**src/hw/rtl/gqbp_pkg.sv**
```systemverilog
// Package with constants, types and helpers for the gray quantize bit packer.
package gqbp_pkg;

    localparam int unsigned PIX_W      = 8;
    localparam int unsigned PROD_W     = 2 * PIX_W;
    localparam int unsigned POS_W      = 3;
    localparam int unsigned CW_W       = 4;
    localparam int unsigned FIFO_DEPTH = 4;
    localparam int unsigned PTR_W      = $clog2(FIFO_DEPTH);
    localparam int unsigned CNT_W      = $clog2(FIFO_DEPTH + 1);

    localparam logic [PIX_W-1:0] MAX_LEVEL_RESET = 8'd255;

    typedef struct packed {
        logic [PIX_W-1:0] data;
        logic             eoi;
    } t_beat;

    // Bit length of the maximum level, which is the code width.
    function automatic logic [CW_W-1:0] code_width(input logic [PIX_W-1:0] level);
        logic [CW_W-1:0] w;
        w = '0;
        for (int i = 0; i < PIX_W; i++) begin
            if (level[i]) begin
                w = CW_W'(i + 1);
            end
        end
        return w;
    endfunction

    // Exact floor(x / 255) for a product of two 8-bit values.
    function automatic logic [PIX_W-1:0] div_full_scale(input logic [PROD_W-1:0] x);
        logic [PROD_W:0] s;
        s = {1'b0, x} + (PROD_W+1)'(x[PROD_W-1:PIX_W]) + (PROD_W+1)'(1);
        return s[PROD_W-1:PIX_W];
    endfunction

endpackage

```
**src/hw/rtl/gray_quantize_bit_packer_core.sv**
```systemverilog
// Top level of the gray quantize bit packer: input register, packer and output queue.
//
//  Channel  | Valid          | Ready        | Payload
//  ---------+----------------+--------------+---------------------------------
//  pixel in | i_in_valid     | o_in_ready   | i_pixel, i_is_last
//  bytes out| o_out_valid    | i_out_ready  | o_packed_byte, o_end_of_image
//  config   | i_cfg_valid    | o_cfg_ready  | i_cfg_max_level
//
// A pixel beat is registered, then quantized and packed combinationally into a
// four-entry output queue; one pixel per cycle is taken while the queue has room
// for two result beats. A pixel that yields two bytes holds the input back once
// the queue fills, since the output drains one beat per cycle while i_out_ready
// is high. Reset empties the queue, clears the accumulator and sets the maximum
// level to 255. Configuration is always ready.
module gray_quantize_bit_packer_core
    import gqbp_pkg::*;
(
    input  logic             i_clk,
    input  logic             i_rst_n,
    input  logic             i_in_valid,
    output logic             o_in_ready,
    input  logic [PIX_W-1:0] i_pixel,
    input  logic             i_is_last,
    output logic             o_out_valid,
    input  logic             i_out_ready,
    output logic [PIX_W-1:0] o_packed_byte,
    output logic             o_end_of_image,
    input  logic             i_cfg_valid,
    output logic             o_cfg_ready,
    input  logic [PIX_W-1:0] i_cfg_max_level
);

    logic [PIX_W-1:0] r_max_level;
    logic             r_in_valid;
    logic [PIX_W-1:0] r_in_pixel;
    logic             r_in_last;
    logic [PIX_W-1:0] r_acc;
    logic [POS_W-1:0] r_pos;
    t_beat            r_fifo [FIFO_DEPTH];
    logic [PTR_W-1:0] r_wptr;
    logic [PTR_W-1:0] r_rptr;
    logic [CNT_W-1:0] r_count;

    logic [PIX_W-1:0]  n_acc;
    logic [POS_W-1:0]  n_pos;
    logic [CNT_W-1:0]  n_count;

    logic              pop;
    logic              consume;
    logic [CNT_W:0]    space;
    logic [PIX_W-1:0]  code;
    logic [CW_W-1:0]   width;
    logic [CW_W:0]     total;
    logic [CW_W:0]     shamt;
    logic [PROD_W-1:0] window;
    logic              full;
    logic [PIX_W-1:0]  acc_after;
    logic              push_full;
    logic              push_flush;
    t_beat             beat_full;
    t_beat             beat_flush;

    assign o_cfg_ready    = 1'b1;
    assign o_out_valid    = (r_count != '0);
    assign o_packed_byte  = r_fifo[r_rptr].data;
    assign o_end_of_image = r_fifo[r_rptr].eoi;

    assign pop     = o_out_valid && i_out_ready;
    assign space   = (CNT_W+1)'(FIFO_DEPTH) - (CNT_W+1)'(r_count) + (CNT_W+1)'(pop);
    assign consume = r_in_valid && (space >= (CNT_W+1)'(2));
    assign o_in_ready = !r_in_valid || consume;

    always_comb begin
        code   = div_full_scale(PROD_W'(r_in_pixel) * PROD_W'(r_max_level));
        width  = code_width(r_max_level);
        total  = (CW_W+1)'(r_pos) + (CW_W+1)'(width);
        shamt  = (CW_W+1)'(PROD_W) - total;
        window = {r_acc, PIX_W'(0)} | (PROD_W'(code) << shamt);
        full   = (total >= (CW_W+1)'(PIX_W));
        if (full) begin
            acc_after = window[PIX_W-1:0];
            n_pos     = POS_W'(total - (CW_W+1)'(PIX_W));
        end else begin
            acc_after = window[PROD_W-1:PIX_W];
            n_pos     = POS_W'(total);
        end
        n_acc           = acc_after;
        beat_full.data  = window[PROD_W-1:PIX_W];
        beat_full.eoi   = 1'b0;
        beat_flush.data = acc_after;
        beat_flush.eoi  = 1'b1;
        if (r_in_last) begin
            n_acc = '0;
            n_pos = '0;
        end
        push_full  = consume && full;
        push_flush = consume && r_in_last;
        n_count    = r_count + CNT_W'(push_full) + CNT_W'(push_flush) - CNT_W'(pop);
    end

    always_ff @(posedge i_clk) begin
        if (!i_rst_n) begin
            r_max_level <= MAX_LEVEL_RESET;
            r_in_valid  <= 1'b0;
            r_acc       <= '0;
            r_pos       <= '0;
            r_wptr      <= '0;
            r_rptr      <= '0;
            r_count     <= '0;
        end else begin
            if (i_cfg_valid) begin
                r_max_level <= i_cfg_max_level;
            end
            if (o_in_ready) begin
                r_in_valid <= i_in_valid;
            end
            if (consume) begin
                r_acc <= n_acc;
                r_pos <= n_pos;
            end
            r_wptr  <= r_wptr + PTR_W'(push_full) + PTR_W'(push_flush);
            if (pop) begin
                r_rptr <= r_rptr + PTR_W'(1);
            end
            r_count <= n_count;
        end
    end

    always_ff @(posedge i_clk) begin
        if (o_in_ready && i_in_valid) begin
            r_in_pixel <= i_pixel;
            r_in_last  <= i_is_last;
        end
        if (push_full) begin
            r_fifo[r_wptr] <= beat_full;
        end
        if (push_flush) begin
            r_fifo[r_wptr + PTR_W'(push_full)] <= beat_flush;
        end
    end

`ifndef SYNTHESIS
    a_count_bound: assert property (@(posedge i_clk) disable iff (!i_rst_n)
        r_count <= CNT_W'(FIFO_DEPTH))
        else $error("output queue count exceeds its depth");

    a_flush_clears: assert property (@(posedge i_clk) disable iff (!i_rst_n)
        consume && r_in_last |=> (r_pos == '0) && (r_acc == '0))
        else $error("accumulator not cleared after the last pixel");

    a_held_item: assert property (@(posedge i_clk) disable iff (!i_rst_n)
        r_in_valid && !consume |=> r_in_valid && $stable(r_in_pixel) && $stable(r_in_last))
        else $error("registered pixel lost while waiting for queue space");
`endif

endmodule

```
**config.mk**
```make
export PLATFORM = sky130hd
export DESIGN_NAME = gray_quantize_bit_packer_core
export DESIGN_NICKNAME = d
export VERILOG_FILES = /design/src/hw/rtl/gqbp_pkg.sv /design/src/hw/rtl/gray_quantize_bit_packer_core.sv
export SDC_FILE = /design/constraint.sdc
export NUM_CORES = 1
export LEC_CHECK = 0
export ABC_AREA = 1
export BUFFER_PORTS_ARGS = -buffer_cell sky130_fd_sc_hd__buf_2
export CAP_MARGIN = 15
export CORE_MARGIN = 4
export CORE_UTILIZATION = 41
export DETAILED_ROUTE_END_ITERATION = 12
export SYNTH_ARGS = -nofsm -noshare
export SYNTH_HDL_FRONTEND = slang
export SYNTH_SLANG_ARGS = --single-unit
export TNS_END_PERCENT = 10
```
**constraint.sdc**
```tcl
create_clock -name i_clk -period 7.35 [get_ports i_clk]
set_input_delay 0.735 -clock i_clk [delete_from_list [all_inputs] [get_ports i_clk]]
set_output_delay 0.735 -clock i_clk [all_outputs]
set_load 0.02 [all_outputs]
```
Word level (Yosys, flattened, before mapping)
Memory sizes are Yosys's and may differ from the RTL's. A register that Yosys moved wholly into a read port is not among the register bits.
Cells that the tools add are included.
- register bits: 36
- bits in writable memories: 36
- input bits: 22
- output and inout port bits: 12
- logic and storage cells: 54
- memories kept: 1
- memory list (memory ; depth ; bits a word ; rd ports ; clocked after memory_dff ; write ports ; RTL line ; text):
    r_fifo ; 4 ; 9 ; 1 ; 1 ; 2 ; gray_quantize_bit_packer_core.sv:39 ; t_beat r_fifo [FIFO_DEPTH];
- $add $sub $neg: 13
- multipliers: 1
- $lt $le $gt $ge: 2
- shift-type cells: 1
- mux-type cells: 18
- bitwise gates (word level): 1
- reductions and logical operators: 8
- operator list (kind ; number):
    4-bit two-way mux ; 7
    16-bit by 1-bit adder with 16-bit output (second input constant) ; 1
    16-bit by 8-bit adder with 16-bit output ; 1
    8-bit by 8-bit multiplier with 16-bit output ; 1
    8-bit two-way mux ; 2
    16-bit bitwise OR ; 1
    8-bit by 5-bit left shift with 16-bit output ; 1
    3-bit by 1-bit adder with 3-bit output ; 2
    3-bit two-way mux ; 2
    3-bit by 4-bit adder with 5-bit output ; 1
    5-bit by 4-bit >= comparator with 1-bit output (second input constant) ; 1
    1-bit logical AND ; 5
    1-bit two-way mux ; 5
    5-bit subtractor (first input constant) ; 1
    2-bit by 1-bit adder with 2-bit output ; 2
    4-bit by 1-bit adder with 4-bit output ; 1
    4-bit by 2-bit >= comparator with 1-bit output (second input constant) ; 1
    2-bit two-way mux ; 2
    3-bit by 3-bit subtractor with 4-bit output (first input constant) ; 1
    3-bit nonzero test ; 1
    3-bit by 1-bit subtractor with 3-bit output ; 1
    3-bit by 1-bit subtractor with 3-bit output (second input constant) ; 1
    2-bit by 1-bit adder with 2-bit output (second input constant) ; 1
    1-bit logical NOT ; 1
    1-bit logical OR ; 1

Longest topological paths before layout
- depth in word-level cells: 14
- gate-level depth with buffers: 41
- mapped depth without buffers: 40

Worst setup path before layout
Ideal clock, no wire load.
- kind: register to register
- start point: register r_max_level[7]
- end point: memory r_fifo[0][4] (netlist name), data pin
- library setup time: 0.253 ns
- arrival: 5.537 ns
- data required time: 7.097 ns
- slack: 1.561 ns
- stages on the path, launching flop included: 34
- path buffers: 1
- clock period less this slack: 5.789 ns
- cell sequence: dfxtp_1 clkbuf_1 nand2_1 fa_1 fa_1 inv_1 fa_1 inv_1 fa_1 inv_1 ha_1 nand2_1 nor2_1 nand3_1 nand3_1 inv_1 nand2_1 nand2_1 ha_1 a21oi_1 inv_1 nor2_1 nand2_2 xor2_2 nand2_1 nand2_1 nand2_1 nand2_1 nand3_1 nand3b_2 nand2_1 nand2_2 nand2_1 nand2_1
- RTL lines (element ; RTL line ; text):
    start, declared ; gray_quantize_bit_packer_core.sv:33 ; logic [PIX_W-1:0] r_max_level;
    start signal, assigned ; gray_quantize_bit_packer_core.sv:112 ; r_max_level <= i_cfg_max_level;
    end, declared ; gray_quantize_bit_packer_core.sv:39 ;

Worst setup path in the final report
- start point: register r_max_level[7]
- end point: register r_acc[3]
- cells in the longest elaborated chain, start to end: 7
- elaborated cells on any way between the ends: 11
- classes of those cells: add/sub: 4; mul: 1; order compare: 1; shift: 1; mux: 3; bitwise: 1
- ends and longest elaborated chain (element ; RTL line ; text):
    8-bit by 8-bit multiplier with 16-bit output or 4-bit two-way mux (tied branches) ; gray_quantize_bit_packer_core.sv:74, gqbp_pkg.sv:24 ;
    16-bit by 8-bit adder with 16-bit output or 3-bit by 4-bit adder with 5-bit output (tied branches) ; gqbp_pkg.sv:34, gray_quantize_bit_packer_core.sv:76 ;
    16-bit by 1-bit adder with 16-bit output or 5-bit subtractor (tied branches) ; gqbp_pkg.sv:34, gray_quantize_bit_packer_core.sv:77 ;
    8-bit by 5-bit left shift with 16-bit output ; gray_quantize_bit_packer_core.sv:78 ; window = {r_acc, PIX_W'(0)} | (PROD_W'(code) << shamt);
    16-bit bitwise OR ; gray_quantize_bit_packer_core.sv:78 ;
    8-bit two-way mux (*) ; gray_quantize_bit_packer_core.sv:80 ; if (full) begin
    8-bit two-way mux (*) ; gray_quantize_bit_packer_core.sv:92 ; if (r_in_last) begin
    end signal, assigned ; gray_quantize_bit_packer_core.sv:118 ; r_acc <= n_acc;
    end, declared ; gray_quantize_bit_packer_core.sv:37 ; logic [PIX_W-1:0] r_acc;
Every way passes the cells marked *; elsewhere a longest branch is shown, timed or not.
A chain may end at the register's enable or synchronous reset.

==> run metrics <==
Crit. End Element=flop; CP Launch Type=flop; Die Wd=141.3 microns; setup_tns=0 ns; library cells used by synthesis=38; worst flop-to-flop path startpoint=r_max_level[7]$_SDFFE_PN1P_; global placer's final weighted congestion=0.8877; final wirelength=16,860 microns; MaxCap Viol Count=0; Final period util=87.25%; R2R cell count=32; synth-to-layout area growth=8.830%; initial antenna violation count=0; GR peak layer=met2; Tmin final=around 6.4 ns; worst path required time=7.59 ns; total number of vias=6,352; starting density of the core=41.96%; count of pins over their slew limit=0; CP max FO=15; R2R Setup Slk=0.94 ns; Seq/Total Area, Yosys=25.97%; final setup fails=0; clock tree buffer depth=2; DR pass1 iterations=6; crit path kind=flop to flop; max incr delay on CP=0.66 ns; largest net degree at the start of global routing=20; H-tree Lvls=3; total congestion overflow=0; RSZ-0062 raised after global routing=false; Post-synth EDFFs=a little over 40; clock root buffer=clkbuf_16; Core ar.=around 0.017 sq mm; Post-Syn Area per Cell=6.897 sq um; I/O pin cnt=34; TritonCTS buffer count=9; met1 usage=between 20% and 30%; worst slew pin tran=slightly above 0.9 ns; GR Util met3=2.326%; hold buffers post-CTS=0; clock skew=0.006325 ns; Hold WC Path Type=flop to flop; Hold Vio Cnt, Final=0; GR Util All Layers=17.69%; Ys Warns=0; Vias/cell=4.864; met2 GRT Util=29.65%; CP most frequent cell=nand2_1; FF+latch count, synth=74; headroom to the max-slew limit=37.73%; layout cells sized above 1=10.82%; clock-pin slew on the worst setup and hold paths=0.06 ns; Critical Path AT=6.65 ns; Final ANT Viol Nets=0; WHS Path Cells=2; FMAX=~0.16 GHz; drt initial violations=457; port bufs=32; CTS sink cnt=74; post_cts resized=0; leading cell type in the layout, fill and taps excluded=nand2_1; wire length of the first global-routing pass=29,140 microns; vias in the first global route=roughly 6.2k; post-synthesis cell count=around 1.1k; most frequent cells in the layout=356 x nand2_1, 197 x inv_1, 79 x nand3_1, 51 x ha_1, 46 x nor2_1; predominant post-synthesis flop cell=edfxtp_1; hpwl dp=13,330 microns; hold path start=r_fifo[2][0]$_SDFFE_PP1P_; final net count=1,188; asr flop ratio synth=0%; Post-Syn Area=0.007283 sq mm; CTS tree=built; Die Span Y=141.3 microns; routed len/inst=12.91 microns; Ant. Diodes=0; Setup Fix Bufs, Post-CTS=0; die area=0.01996 sq mm; row count=48; worst skew pair latency=0.33 ns; CP max stage cell=dfxtp_1; syn_nets=1,168; # DRC=0; worst r2r dst=r_acc[3]$_SDFFE_PN0P_; outcome=finished clean; Hold EP=r_fifo[2][0]$_SDFFE_PP1P_
==> through the flow <==
step / util, % / instances / hold slack, ns / instance area [sq um] / setup slack [ns]
2_1_floorplan: - / 1056 / 0.4136 / 7283 / 1.561
5_1_grt: 45.67 / 1306 / 0.4735 / 7926 / 0.3518
6_report: 45.67 / 1306 / 0.4438 / 7926 / 0.9374
4_1_cts: 45.67 / 1306 / 0.4478 / 7926 / 0.9448
3_5_place_dp: 44.06 / 1290 / 0.4347 / 7647 / 0.9594
3_3_place_gp: 44.06 / 1290 / 0.4339 / 7647 / 1.066
==> worst max-delay path, delay by kind of cell, from the launching register on <==
kind | cells | cell delay, ns
and+or+nand+nor | 20 | 2.24
DFF | 1 | 0.66
xor gates and xnor gates | 1 | 0.20
AOI/OAI and AO/OA | 1 | 0.14
adders and majority gates | 6 | 2.85
buffers and inverters | 4 | 0.22
==> cell type report <==
| class | instances | area, sq um |
|---|---|---|
| fill | 1758 | 9430 |
| multi-input combinational | 749 | 4507 |
| sequential | 74 | 1892 |
| inverter | 205 | 769.5 |
| tap | 225 | 281.5 |
| clock buffer | 12 | 236.5 |
| timing repair buffer | 37 | 197.7 |
| clock inverter | 4 | 42.54 |
==> metal layers <==
metal,part of all wire (%),vias up
met5,0,-
met1,48,2857
met4,1.7,0
met3,4.2,34
met2,46,148
li1,-,3313
==> Yosys cell counts, types with 3 or more instances <==
cell type / instances / area (sq um)
nor3_1: 10 / 50.05
dfxtp_1: 33 / 660.6
nand2_2: 32 / 200.2
nand3b_1: 3 / 22.52
clkbuf_1: 23 / 86.33
nor2_1: 46 / 172.7
inv_1: 197 / 739.5
o21ai_0: 27 / 135.1
xor2_1: 8 / 70.07
fa_1: 39 / 780.8
edfxtp_1: 41 / 1231
nand3_2: 12 / 120.1
clkinv_1: 3 / 11.26
nor2_2: 7 / 43.79
xnor2_1: 3 / 26.28
ha_1: 51 / 638.1
a21oi_1: 29 / 145.1
o22ai_1: 9 / 56.30
nand2_1: 356 / 1336
inv_2: 5 / 18.77
nand3_1: 79 / 395.4
xor2_2: 4 / 65.06
nand4_1: 19 / 118.9
==> registers in the layout, indices dropped and copies added (netlist names), named ones only <==
signal       cells
r_max_level      8
r_in_pixel       8
r_in_valid       1
r_fifo          36
r_acc            8
r_count          3
r_wptr           2
r_pos            3
r_in_last        1
r_rptr           2
==> logic make-up after synthesis <==
| kind of cell | count (synthesis) | synth area share (%) |
|---|---|---|
| compound gates | 72 | 5.463 |
| xor+xnor | 15 | 2.216 |
| fa+ha+maj | 90 | 19.48 |
| buf+inv | 233 | 12.15 |
| flops | 74 | 25.97 |
| other cells | 1 | 0.05149 |
| simple gates | 571 | 34.67 |
==> worst max path at each step <==
stage / from / end / slack [ns] / cells past startpoint
2_1_floorplan: r_max_level[7]$_SDFFE_PN1P_ / r_fifo[0][4]$_DFFE_PP_ / 1.56 / 33
3_3_place_gp: r_max_level[7]$_SDFFE_PN1P_ / r_acc[7]$_SDFFE_PN0P_ / 1.07 / 30
3_5_place_dp: r_max_level[7]$_SDFFE_PN1P_ / r_fifo[3][1]$_DFFE_PP_ / 0.96 / 35
4_1_cts: r_max_level[7]$_SDFFE_PN1P_ / r_acc[7]$_SDFFE_PN0P_ / 0.94 / 32
5_1_grt: r_max_level[7]$_SDFFE_PN1P_ / r_acc[3]$_SDFFE_PN0P_ / 0.35 / 32
6_report: r_max_level[7]$_SDFFE_PN1P_ / r_acc[3]$_SDFFE_PN0P_ / 0.94 / 32
Power is not shown: default switching activity piles up to over one toggle a cycle in this logic, so the estimate is an artifact.
